[src/hdl/hpsdm_pkg.sv]
// ----------------------------------------------------------------------------
// hpsdm_pkg
// Shared types, codes and constants of the Hall pulse speed/direction meter.
// ----------------------------------------------------------------------------
package hpsdm_pkg;

  localparam int unsigned TimeBits  = 16;  // capture timestamp width
  localparam int unsigned ModBits   = 17;  // counter modulus / pulse width
  localparam int unsigned PerBits   = 18;  // pulse period
  localparam int unsigned CntBits   = 16;  // edge counters
  localparam int unsigned NumBits   = 32;  // speed numerator
  localparam int unsigned ScaleBits = 16;  // period scale
  localparam int unsigned DivBits   = PerBits + ScaleBits;  // divisor width
  localparam int unsigned SpdBits   = 16;  // speed result
  localparam int unsigned StepBits  = $clog2(NumBits);

  localparam logic [SpdBits-1:0] SpeedFloor = SpdBits'(10);
  localparam logic [1:0]         StallHold  = 2'd2;
  localparam logic [1:0]         FillFull   = 2'd3;

  localparam logic [ModBits-1:0] ResetModulus   = ModBits'(65536);
  localparam logic [NumBits-1:0] ResetNumerator = NumBits'(60000000);
  localparam logic [ScaleBits-1:0] ResetScale   = ScaleBits'(1);
  localparam logic               ResetInvert    = 1'b1;

  // Opcodes of an input transaction
  localparam logic [2:0] OpTick    = 3'd0;
  localparam logic [2:0] OpEdgeA   = 3'd1;
  localparam logic [2:0] OpEdgeB   = 3'd2;
  localparam logic [2:0] OpClrBoth = 3'd3;
  localparam logic [2:0] OpClrA    = 3'd4;
  localparam logic [2:0] OpClrB    = 3'd5;

  // Direction codes
  localparam logic [1:0] DirHalt = 2'd0;
  localparam logic [1:0] DirPos  = 2'd1;
  localparam logic [1:0] DirNeg  = 2'd2;

  // Register indexes on the APB port
  localparam logic [1:0] RegModulus   = 2'd0;
  localparam logic [1:0] RegNumerator = 2'd1;
  localparam logic [1:0] RegScale     = 2'd2;
  localparam logic [1:0] RegInvert    = 2'd3;

  typedef struct packed {
    logic [2:0]          op;
    logic [TimeBits-1:0] ctime;
    logic                level_a;
    logic                level_b;
  } evt_item_t;

  typedef struct packed {
    logic [ModBits-1:0] modulus;
    logic               invert;
  } evt_cfg_t;

  typedef struct packed {
    logic [ModBits-1:0] width;
    logic [PerBits-1:0] period;
    logic [1:0]         dir;
    logic [CntBits-1:0] count_a;
    logic [CntBits-1:0] count_b;
    logic [CntBits-1:0] count_sum;
    logic               stalled;
  } evt_res_t;

endpackage

[src/hdl/hpsdm_event.sv]
// ----------------------------------------------------------------------------
// hpsdm_event
// Channel state: timestamps, overflow count, width, period, direction and
// edge counts. Applies one event per strobe and registers a status snapshot.
// ----------------------------------------------------------------------------
module hpsdm_event import hpsdm_pkg::*; (
  input  logic      clk_i,
  input  logic      rst_ni,
  input  logic      apply_i,
  input  evt_item_t item_i,
  input  evt_cfg_t  cfg_i,
  output evt_res_t  res_o
);

  logic [TimeBits-1:0] t_old_q, t_old_d, t_mid_q, t_mid_d, t_new_q, t_new_d;
  logic [1:0]          fill_q, fill_d;
  logic [1:0]          ovf_q, ovf_d;
  logic [ModBits-1:0]  width_q, width_d;
  logic [PerBits-1:0]  period_q, period_d;
  logic [1:0]          dir_q, dir_d;
  logic [CntBits-1:0]  cnt_a_q, cnt_a_d, cnt_b_q, cnt_b_d;
  evt_res_t            res_q, res_d;

  logic [ModBits-1:0] half_mod;
  logic [ModBits-1:0] d1, d2;

  function automatic logic [ModBits-1:0] wrap_diff(input logic [ModBits-1:0] modulus,
                                                    input logic [TimeBits-1:0] older,
                                                    input logic [TimeBits-1:0] newer);
    logic [ModBits-1:0] o, n;
    o = ModBits'(older);
    n = ModBits'(newer);
    if (newer < older) begin
      return modulus - o + n;
    end
    return n - o;
  endfunction

  assign half_mod = cfg_i.modulus >> 1;

  always_comb begin
    t_old_d  = t_old_q;
    t_mid_d  = t_mid_q;
    t_new_d  = t_new_q;
    fill_d   = fill_q;
    ovf_d    = ovf_q;
    width_d  = width_q;
    period_d = period_q;
    dir_d    = dir_q;
    cnt_a_d  = cnt_a_q;
    cnt_b_d  = cnt_b_q;
    d1       = half_mod;
    d2       = half_mod;
    res_d    = res_q;

    if (apply_i) begin
      unique case (item_i.op)
        OpTick: begin
          if (ovf_q < StallHold) begin
            ovf_d = ovf_q + 2'd1;
          end
          if (ovf_d == StallHold) begin
            width_d  = half_mod;
            period_d = PerBits'(cfg_i.modulus);
          end
        end
        OpEdgeA: begin
          t_old_d = t_mid_q;
          t_mid_d = t_new_q;
          t_new_d = item_i.ctime;
          if (fill_q != FillFull) begin
            fill_d = fill_q + 2'd1;
          end
          if (fill_d == FillFull) begin
            // stalled channel falls back to the default width and period
            if (ovf_q != StallHold) begin
              d1 = wrap_diff(cfg_i.modulus, t_old_d, t_mid_d);
              d2 = wrap_diff(cfg_i.modulus, t_mid_d, t_new_d);
            end
            width_d  = item_i.level_a ? d1 : d2;
            period_d = PerBits'(d1) + PerBits'(d2);
            cnt_a_d  = cnt_a_q + CntBits'(1);
            ovf_d    = 2'd0;
          end
        end
        OpEdgeB: begin
          cnt_b_d = cnt_b_q + CntBits'(1);
          dir_d   = ((item_i.level_a == item_i.level_b) == cfg_i.invert) ? DirNeg : DirPos;
        end
        default: begin
        end
      endcase

      res_d.width     = width_d;
      res_d.period    = period_d;
      res_d.dir       = dir_d;
      res_d.count_a   = cnt_a_d;
      res_d.count_b   = cnt_b_d;
      res_d.count_sum = cnt_a_d + cnt_b_d;
      res_d.stalled   = (ovf_d == StallHold);

      // read-clear ops act after the snapshot
      if (item_i.op == OpClrBoth || item_i.op == OpClrA) begin
        cnt_a_d = '0;
      end
      if (item_i.op == OpClrBoth || item_i.op == OpClrB) begin
        cnt_b_d = '0;
      end
    end
  end

  always_ff @(posedge clk_i or negedge rst_ni) begin
    if (!rst_ni) begin
      t_old_q  <= '0;
      t_mid_q  <= '0;
      t_new_q  <= '0;
      fill_q   <= '0;
      ovf_q    <= '0;
      width_q  <= ResetModulus >> 1;
      period_q <= PerBits'(ResetModulus);
      dir_q    <= DirHalt;
      cnt_a_q  <= '0;
      cnt_b_q  <= '0;
    end else begin
      t_old_q  <= t_old_d;
      t_mid_q  <= t_mid_d;
      t_new_q  <= t_new_d;
      fill_q   <= fill_d;
      ovf_q    <= ovf_d;
      width_q  <= width_d;
      period_q <= period_d;
      dir_q    <= dir_d;
      cnt_a_q  <= cnt_a_d;
      cnt_b_q  <= cnt_b_d;
    end
  end

  always_ff @(posedge clk_i) begin
    res_q <= res_d;
  end

  assign res_o = res_q;

  a_ovf_sat: assert property (@(posedge clk_i) disable iff (!rst_ni)
    ovf_q != 2'd3) else $error("overflow count beyond hold");

  a_edge_clears_ovf: assert property (@(posedge clk_i) disable iff (!rst_ni)
    apply_i && item_i.op == OpEdgeA && fill_q == FillFull |=> ovf_q == 2'd0)
    else $error("A edge with full history left overflow count set");

endmodule

[src/hdl/hpsdm_div.sv]
// ----------------------------------------------------------------------------
// hpsdm_div
// Speed unit: one registered multiply for the divisor, then a restoring
// divider, one quotient bit per cycle. Keeps the low quotient bits only.
// ----------------------------------------------------------------------------
module hpsdm_div import hpsdm_pkg::*; (
  input  logic                 clk_i,
  input  logic                 rst_ni,
  input  logic                 start_i,
  input  logic [NumBits-1:0]   numerator_i,
  input  logic [PerBits-1:0]   period_i,
  input  logic [ScaleBits-1:0] scale_i,
  output logic                 done_o,
  output logic [SpdBits-1:0]   speed_o
);

  logic                 run_q, run_d;
  logic                 done_q, done_d;
  logic [StepBits-1:0]  step_q, step_d;
  logic [NumBits-1:0]   num_q, num_d;
  logic [DivBits-1:0]   prod_q, prod_d;
  logic [DivBits-1:0]   rem_q, rem_d;
  logic [SpdBits-1:0]   quo_q, quo_d;
  logic [DivBits:0]     trial;
  logic                 fits;

  // shared compare/subtract step
  assign trial = {rem_q, num_q[NumBits-1]} - {1'b0, prod_q};
  assign fits  = ({rem_q, num_q[NumBits-1]} >= {1'b0, prod_q});

  always_comb begin
    run_d  = run_q;
    done_d = 1'b0;
    step_d = step_q;
    num_d  = num_q;
    prod_d = prod_q;
    rem_d  = rem_q;
    quo_d  = quo_q;
    if (start_i) begin
      run_d  = 1'b1;
      step_d = '0;
      num_d  = numerator_i;
      prod_d = DivBits'(period_i) * DivBits'(scale_i);
      rem_d  = '0;
      quo_d  = '0;
    end else if (run_q) begin
      rem_d  = fits ? trial[DivBits-1:0] : {rem_q[DivBits-2:0], num_q[NumBits-1]};
      num_d  = num_q << 1;
      quo_d  = {quo_q[SpdBits-2:0], fits};
      step_d = step_q + StepBits'(1);
      if (step_q == StepBits'(NumBits - 1)) begin
        run_d  = 1'b0;
        done_d = 1'b1;
      end
    end
  end

  always_ff @(posedge clk_i or negedge rst_ni) begin
    if (!rst_ni) begin
      run_q  <= 1'b0;
      done_q <= 1'b0;
      step_q <= '0;
    end else begin
      run_q  <= run_d;
      done_q <= done_d;
      step_q <= step_d;
    end
  end

  always_ff @(posedge clk_i) begin
    num_q  <= num_d;
    prod_q <= prod_d;
    rem_q  <= rem_d;
    quo_q  <= quo_d;
  end

  assign done_o  = done_q;
  assign speed_o = (prod_q == '0 || quo_q < SpeedFloor) ? '0 : quo_q;

  a_start_runs: assert property (@(posedge clk_i) disable iff (!rst_ni)
    start_i |=> run_q && step_q == '0) else $error("divider did not start");

endmodule

[src/hdl/hall_pulse_speed_direction_meter.sv]
// ----------------------------------------------------------------------------
// hall_pulse_speed_direction_meter
// Single Hall channel meter: pulse width, period, direction, edge counts and
// speed = numerator / (period * scale), one status transaction per event.
// ----------------------------------------------------------------------------
//  channel   dir  handshake              payload
//  s_axis    in   tvalid/tready          tuser: opcode; tdata: time, A, B
//  m_axis    out  tvalid/tready          tdata: status and speed
//  apb       in   psel/penable/pready    4 x 32-bit registers at 4*i
//
//  An event is applied at the accept edge; then the period is multiplied by
//  scale, the restoring divider runs (one quotient bit per cycle), the
//  sequencer sees the divider done, and the output register is loaded. The
//  divider sets the rate unless the output register holds the load.
//  s_axis_tready is high only while idle; a result waiting in the output
//  register does not block the next event, only the load of the following.
//  Reset (rst_ni low, asynchronous) restores config, channel and FSM state only.
// ----------------------------------------------------------------------------
module hall_pulse_speed_direction_meter import hpsdm_pkg::*; (
  input  logic         clk_i,
  input  logic         rst_ni,
  // input events
  input  logic         s_axis_tvalid,
  output logic         s_axis_tready,
  input  logic [23:0]  s_axis_tdata,   // [15:0] capture_time, [16] level_a, [17] level_b
  input  logic [2:0]   s_axis_tuser,   // [2:0] opcode
  // status results
  output logic         m_axis_tvalid,
  input  logic         m_axis_tready,
  output logic [103:0] m_axis_tdata,   // [16:0] pulse_width_out, [34:17] pulse_period_out,
                                       // [36:35] direction_out, [52:37] count_a_out,
                                       // [68:53] count_b_out, [84:69] count_sum_out,
                                       // [100:85] speed_out, [101] stalled
  // configuration
  input  logic         psel,
  input  logic         penable,
  input  logic         pwrite,
  input  logic [3:0]   paddr,
  input  logic [31:0]  pwdata,
  output logic [31:0]  prdata,
  output logic         pready
);

  typedef enum logic [3:0] {
    ST_IDLE  = 4'b0001,
    ST_START = 4'b0010,
    ST_DIV   = 4'b0100,
    ST_OUT   = 4'b1000
  } state_e;

  state_e state_q, state_d;

  // configuration registers
  logic [ModBits-1:0]   modulus_q;
  logic [NumBits-1:0]   numerator_q;
  logic [ScaleBits-1:0] scale_q;
  logic                 invert_q;
  logic                 cfg_wr;

  evt_item_t item;
  evt_cfg_t  evt_cfg;
  evt_res_t  res;
  logic      accept;
  logic      div_start;
  logic      div_done;
  logic [SpdBits-1:0] speed;

  logic          out_valid_q, out_valid_d;
  logic [103:0]  out_data_q, out_data_d;
  logic          out_load;

  // --- APB ---
  assign pready = 1'b1;
  assign cfg_wr = psel && penable && pwrite;

  always_ff @(posedge clk_i or negedge rst_ni) begin
    if (!rst_ni) begin
      modulus_q   <= ResetModulus;
      numerator_q <= ResetNumerator;
      scale_q     <= ResetScale;
      invert_q    <= ResetInvert;
    end else if (cfg_wr) begin
      unique case (paddr[3:2])
        RegModulus:   modulus_q   <= pwdata[ModBits-1:0];
        RegNumerator: numerator_q <= pwdata;
        RegScale:     scale_q     <= pwdata[ScaleBits-1:0];
        RegInvert:    invert_q    <= pwdata[0];
        default: begin
        end
      endcase
    end
  end

  always_comb begin
    unique case (paddr[3:2])
      RegModulus:   prdata = 32'(modulus_q);
      RegNumerator: prdata = numerator_q;
      RegScale:     prdata = 32'(scale_q);
      RegInvert:    prdata = 32'(invert_q);
      default:      prdata = '0;
    endcase
  end

  // --- event unit ---
  assign accept        = s_axis_tvalid && s_axis_tready;
  assign item.op       = s_axis_tuser;
  assign item.ctime    = s_axis_tdata[TimeBits-1:0];
  assign item.level_a  = s_axis_tdata[16];
  assign item.level_b  = s_axis_tdata[17];
  assign evt_cfg.modulus = modulus_q;
  assign evt_cfg.invert  = invert_q;

  hpsdm_event u_event (
    .clk_i   (clk_i),
    .rst_ni  (rst_ni),
    .apply_i (accept),
    .item_i  (item),
    .cfg_i   (evt_cfg),
    .res_o   (res)
  );

  // --- speed unit ---
  assign div_start = (state_q == ST_START);

  hpsdm_div u_div (
    .clk_i       (clk_i),
    .rst_ni      (rst_ni),
    .start_i     (div_start),
    .numerator_i (numerator_q),
    .period_i    (res.period),
    .scale_i     (scale_q),
    .done_o      (div_done),
    .speed_o     (speed)
  );

  // --- sequencer ---
  assign s_axis_tready = (state_q == ST_IDLE);
  assign out_load      = (state_q == ST_OUT) && (!out_valid_q || m_axis_tready);

  always_comb begin
    state_d = state_q;
    unique case (state_q)
      ST_IDLE:  if (accept)   state_d = ST_START;
      ST_START: state_d = ST_DIV;
      ST_DIV:   if (div_done) state_d = ST_OUT;
      ST_OUT:   if (out_load) state_d = ST_IDLE;
      default:  state_d = ST_IDLE;
    endcase
  end

  // --- output register ---
  always_comb begin
    out_valid_d = out_valid_q;
    out_data_d  = out_data_q;
    if (out_valid_q && m_axis_tready) begin
      out_valid_d = 1'b0;
    end
    if (out_load) begin
      out_valid_d = 1'b1;
      out_data_d  = {2'b00, res.stalled, speed, res.count_sum, res.count_b,
                     res.count_a, res.dir, res.period, res.width};
    end
  end

  always_ff @(posedge clk_i or negedge rst_ni) begin
    if (!rst_ni) begin
      state_q     <= ST_IDLE;
      out_valid_q <= 1'b0;
    end else begin
      state_q     <= state_d;
      out_valid_q <= out_valid_d;
    end
  end

  always_ff @(posedge clk_i) begin
    out_data_q <= out_data_d;
  end

  assign m_axis_tvalid = out_valid_q;
  assign m_axis_tdata  = out_data_q;

  a_accept_starts: assert property (@(posedge clk_i) disable iff (!rst_ni)
    accept |=> state_q == ST_START) else $error("accepted event did not start speed unit");

  a_load_shows: assert property (@(posedge clk_i) disable iff (!rst_ni)
    out_load |=> m_axis_tvalid) else $error("loaded result not presented");

endmodule
[config.mk]
export PLATFORM = sky130hd
export DESIGN_NAME = hall_pulse_speed_direction_meter
export DESIGN_NICKNAME = d
export VERILOG_FILES = /design/src/hdl/hpsdm_pkg.sv /design/src/hdl/hpsdm_event.sv /design/src/hdl/hpsdm_div.sv /design/src/hdl/hall_pulse_speed_direction_meter.sv
export SDC_FILE = /design/constraint.sdc
export NUM_CORES = 2
export LEC_CHECK = 0
export BUFFER_PORTS_ARGS = -buffer_cell sky130_fd_sc_hd__buf_2
export CAP_MARGIN = 20
export CORE_UTILIZATION = 64
export CTS_BUF_LIST = sky130_fd_sc_hd__clkbuf_8
export CTS_CLUSTER_DIAMETER = 40
export DETAILED_ROUTE_END_ITERATION = 16
export GPL_TIMING_DRIVEN = 1
export PLACE_DENSITY = 0.83
export SYNTH_ARGS = -nofsm -noshare
export SYNTH_HDL_FRONTEND = slang
export SYNTH_SLANG_ARGS = --single-unit
[constraint.sdc]
create_clock -name clk_i -period 7.1 [get_ports clk_i]
set_clock_uncertainty 0.15 [all_clocks]
set_input_delay 0 -clock clk_i [delete_from_list [all_inputs] [get_ports clk_i]]
set_output_delay 0 -clock clk_i [all_outputs]
set_load 0.05 [all_outputs]
=== Yosys cells after proc, flatten, opt, wreduce, memory -nomap -nowiden ===
Index checks and enable logic that the tools add are counted.

* Input bits: 70
* Output and inout port bits: 139
* Word-level logic and storage cells: 160
* Register bits: 487

* Multiply operators: 1
* Muxes and demuxes: 65
* Reductions and logical operators: 21
* Equality and inequality tests: 23
* Add/subtract/negate cells: 14
* Order comparisons: 5

{| class="wikitable"
|+ Operator list
! kind !! number
|-
| 17-bit two-way mux || 15
|-
| 32-bit one-hot mux with 4 select lines || 1
|-
| 16-bit two-way mux || 7
|-
| 32-bit two-way mux || 2
|-
| 18-bit two-way mux || 2
|-
| 18-bit one-hot mux with 2 select lines || 1
|-
| 35-bit by 34-bit greater-or-equal comparator with 1-bit output || 1
|-
| 17-bit by 16-bit adder with 17-bit output || 2
|-
| 34-bit logical NOT || 1
|-
| 18-bit by 16-bit multiplier with 34-bit output || 1
|-
| 34-bit two-way mux || 1
|-
| 17-bit one-hot mux with 2 select lines || 1
|-
| 16-bit by 16-bit subtractor with 17-bit output || 2
|-
| 17-bit by 16-bit subtractor with 17-bit output || 2
|-
| 34-bit subtractor || 1
|-
| 16-bit by 1-bit adder with 16-bit output (second input constant) || 2
|-
| 16-bit less-than comparator || 2
|-
| 2-bit two-way mux || 10
|-
| 17-bit by 17-bit adder with 18-bit output || 1
|-
| 1-bit two-way mux || 18
|-
| 16-bit adder || 1
|-
| 16-bit by 4-bit less-than comparator with 1-bit output (second input constant) || 1
|-
| 4-bit one-hot mux with 4 select lines || 1
|-
| 4-bit two-way mux || 3
|-
| other kinds (26) || 50
|}

=== Longest topological paths before layout ===
* Word-level depth: 16
* Mapped depth: 25
* Mapped depth without buffers: 24

=== Cells and area by module ===
From an unflattened synthesis, not the netlist that was laid out.

* Cells, all modules: 3789
* Area, all modules: 37188.2 µm²

{| class="wikitable"
|+ By module, submodules not included
! module !! times used !! seq. area each (µm²) !! area an instance (µm²) !! cells each
|-
| hpsdm_div || 1 || 3158.0 || 16206.8 || 1783
|-
| hpsdm_event || 1 || 5212.5 || 14675.3 || 1658
|-
| hall_pulse_speed_direction_meter || 1 || 4857.2 || 6306.0 || 348
|}

=== Worst setup path after synthesis ===
Ideal clock, no wire load.

* Path kind: reg-to-reg
* Start: reg u_event.res_q, in the netlist u_event.res_o[59]
* End: reg u_div.prod_q[33] (data pin)
* Stages on the path, launching flop included: 23
* Setup slack: 0.683 ns
* Path buffers: 1
* Setup time: 0.264 ns
* Arrival time: 6.003 ns
* Clock period less this slack: 6.417 ns
* Required time: 6.686 ns
* Path through: edfxtp_1 > clkbuf_1 > nand2_1 > fa_1 > inv_1 > fa_1 > fa_1 > fa_1 > fa_1 > inv_1 > fa_1 > inv_1 > ha_1 > a21o_1 > a21oi_1 > o21ai_0 > a2111o_1 > a41oi_1 > o31ai_1 > nand2_1 > o21ai_1 > a221oi_1 > xnor2_1

* Cells in the longest elaborated chain, start to end: 1

{| class="wikitable"
|+ RTL lines
! element !! line !! text
|-
| start, declared || hpsdm_event.sv:22 || <nowiki>evt_res_t res_q, res_d;</nowiki>
|-
| start signal, assigned || hpsdm_event.sv:139 || <nowiki>res_q <= res_d;</nowiki>
|-
| 18-bit by 16-bit multiplier with 34-bit output || hpsdm_div.sv:43 || <nowiki>prod_d = DivBits'(period_i) * DivBits'(scale_i);</nowiki>
|-
| end signal, assigned || hpsdm_div.sv:72 || <nowiki>prod_q <= prod_d;</nowiki>
|-
| end, declared || hpsdm_div.sv:21 || <nowiki>logic [DivBits-1:0] prod_q, prod_d;</nowiki>
|}

No other way between the ends.
A chain may end at the register's enable or synchronous reset.

=== Final worst setup path ===
* Start: reg u_event.res_q, in the netlist u_event.res_o[56]
* End: reg u_div.prod_q[31] (data pin)

Same word-level chain as after synthesis.

==> results.json <==
{
  "layout-drive-gt1-share_pct": 12.3,
  "crit_required_ns": 7.40,
  "wirelength_um": 106000,
  "tightestPinTransition_ns": 1.13,
  "min-delay-start": "pwdata[9]",
  "setup_violations": 0,
  "core-area_sq_um": 56700,
  "cts.sinks": 487,
  "routed-wl-met2_um": 49600,
  "finalCritPeriodShare_pct": 97.4,
  "synthFlopType": "edfxtp_1",
  "hpwl_um": 72400,
  "dpl_cell_area_sq_um": 38800,
  "grt_max_degree": 88,
  "worstHoldEndpoint": "scale_q[9]",
  "chipWidth_um": 242,
  "crit_path_max_fanout": 11,
  "fin_nets": 4746,
  "firstDrtPassIters": 6,
  "topRoutingLayerUsed": "met5",
  "rr_startpoint": "u_event.res_o[56]",
  "gp_congestion": 0.960,
  "netlist_area_sq_um": 36900,
  "area_delta_synth_final_pct": 14.2,
  "grt.total_usage_pct": 35.8,
  "final_common_cell": "nand2_1",
  "synth_edf_count": 254,
  "whs_path_depth": 3,
  "synth_cells": 3836,
  "cts-root-buf": "clkbuf_8",
  "grt_pass1_vias": 30600,
  "overflow": 0,
  "clk_latency_ns": 0.74,
  "cp_data_arrival_time_ns": 7.21,
  "drt_iter0_drc": 2983,
  "synth_cell_types": 92,
  "stdcell_area_sq_um": 42200,
  "endpoint_kind": "flop",
  "via_count": 30400,
  "synth_top_area_share_pct": 20.7,
  "synth-seq-cells": 487,
  "ys.warnings.count": 0,
  "place_inst": 4694,
  "relSlewSlack_pct": 24.1,
  "remaining_drc_errors": 0,
  "fin_crit_ns": 6.91,
  "wl_per_cell_um": 21.1,
  "rows": 87,
  "postRouteAntennaNets": 0,
  "clock_path_buffers": 3,
  "numCtsBuffers": 87,
  "crit_type": "flop to flop",
  "dieHeight_um": 242,
  "viasPerCell": 6.07,
  "postSynthAreaPerCell_sq_um": 9.62,
  "holdWs_ns": 0.0342,
  "initial_core_util_pct": 65.1,
  "r2r_cells": 20,
  "fmax_mhz": 145,
  "die_area_sq_um": 58700,
  "clkTransAtPathRegs_ns": 0.07,
  "wirelength_met1_um": 38000,
  "routed-wl-met3_um": 9730,
  "max-cap-violations": 0,
  "synth_area_leaders": "edfxtp_1 (21%), fa_1 (14%), dfrtp_1 (11%)",
  "cts_tree": "yes",
  "status": "finished clean",
  "synth-seq-area-share_pct": 35.8,
  "start_kind": "flop",
  "netlist.top_cell.by_area": "edfxtp_1",
  "fin_cells": 5005,
  "mostFrequentLayoutCells": "nand2_1 (507), inv_1 (494), fa_1 (259)",
  "grt_antenna_before_repair": 5,
  "r2r_end": "u_div.prod_q[31]",
  "reg2reg_slack_ns": 0.19,
  "cts-htree-levels": 3,
  "hold_violations": 0,
  "grt_pass1_wl_um": 164000,
  "ys_async_sr_fraction_pct": 37.6,
  "port_buffers": 197,
  "hp-class": "primary input to flop",
  "slew_violations": 0,
  "num_io_pins": 209
}
[how the worst max path moves through the flow]
stage | from | endpoint | slack (ns) | cells past startpoint
floorplan | u_event.res_o[59] | u_div.prod_q[33] | 0.68 | 22
global placement | u_event.res_o[59] | u_div.prod_q[31] | 0.38 | 21
detailed placement | u_event.res_o[59] | u_div.prod_q[31] | 0.16 | 21
CTS | u_event.res_o[59] | u_div.prod_q[31] | 0.15 | 21
global route | u_event.res_o[56] | u_div.prod_q[33] | -0.002 | 20
finish | u_event.res_o[56] | u_div.prod_q[31] | 0.19 | 20
[cell type report]
class | instances | area [sq um]
sequential | 487 | 13200
timing repair buffer | 409 | 2990
antenna | 3 | 7.51
clock inverter | 67 | 559
clock buffer | 95 | 1310
tap | 756 | 946
multi-input combinational | 2722 | 21400
inverter | 466 | 1750
fill | 3710 | 14600
[cells by family after synthesis]
logic type,count (synthesis),share of synthesized area (%)
fa+ha+maj,503,22.3
xor+xnor,161,3.82
other cells,2,0.0203
compound gates,771,13.2
buf+inv,628,6.44
mux,125,3.64
flops,487,35.8
simple gates,1159,14.7
[worst max-delay path, cell delays in order, from the launching register on]
cell      delay (ns)
edfxtp_1        0.59
and2_1          0.27
fa_1            0.51
fa_1            0.52
fa_1            0.54
fa_1            0.53
fa_1            0.56
inv_1           0.06
fa_1            0.53
inv_1           0.05
ha_1            0.36
a21o_1          0.21
a21oi_1         0.20
o21ai_0         0.13
a2111o_1        0.44
a41oi_2         0.27
o31ai_2         0.11
a21oi_1         0.28
nor2_1          0.07
nor4_1          0.19
nor3_1          0.08
[synth_stat cells, types with 53 or more instances]
| cell type | instances |
|---|---|
| mux2_2 | 64 |
| and2_1 | 172 |
| clkbuf_1 | 143 |
| nand2b_1 | 53 |
| nor2_1 | 196 |
| a21oi_1 | 203 |
| xnor2_1 | 97 |
| inv_1 | 462 |
| dfrtp_1 | 167 |
| mux2i_1 | 59 |
| nand3_1 | 55 |
| o21ai_0 | 187 |
| nand2_1 | 507 |
| edfxtp_1 | 254 |
| xor2_1 | 64 |
| ha_1 | 244 |
| fa_1 | 259 |
| a21o_1 | 67 |
[stage by stage]
step                      utilization [%]  TNS [ns]  setup WS, ns
after global routing                 74.3  -0.00188      -0.00188
after CTS                            74.0         0         0.145
after detailed placement             68.4         0         0.159
after floorplan                         -         0         0.683
after global placement               68.4         0         0.379
final                                74.3         0         0.186
[layer usage]
metal / global-route usage [%] / vias to the layer above
li1: - / 13600
met1: 41.9 / 14500
met2: 59.4 / 1747
met3: 7.51 / 484
met4: 24.3 / 2
met5: 0 / -
[repair_timing]
item                                   4_1_cts  5_1_grt
buffers inserted                             0       14
setup endpoints to repair                    0        4
resized for setup                            0        7
hold buffers                               130        0
endpoints found under the hold margin      359        0
[flip-flops by register name (all words and copies together), names as in the netlist, 17 cells and up]
register and count:
m_axis_tdata 102, numerator_q 32, u_event.width_q 17, modulus_q 17, u_event.period_q 18, u_div.prod_q 34, u_div.num_q 32, u_event.res_o 86
u_div.rem_q 34
Power is left out: the tool's default activity adds up to more than one toggle a clock period on the data nets, which glitch-free logic cannot reach.
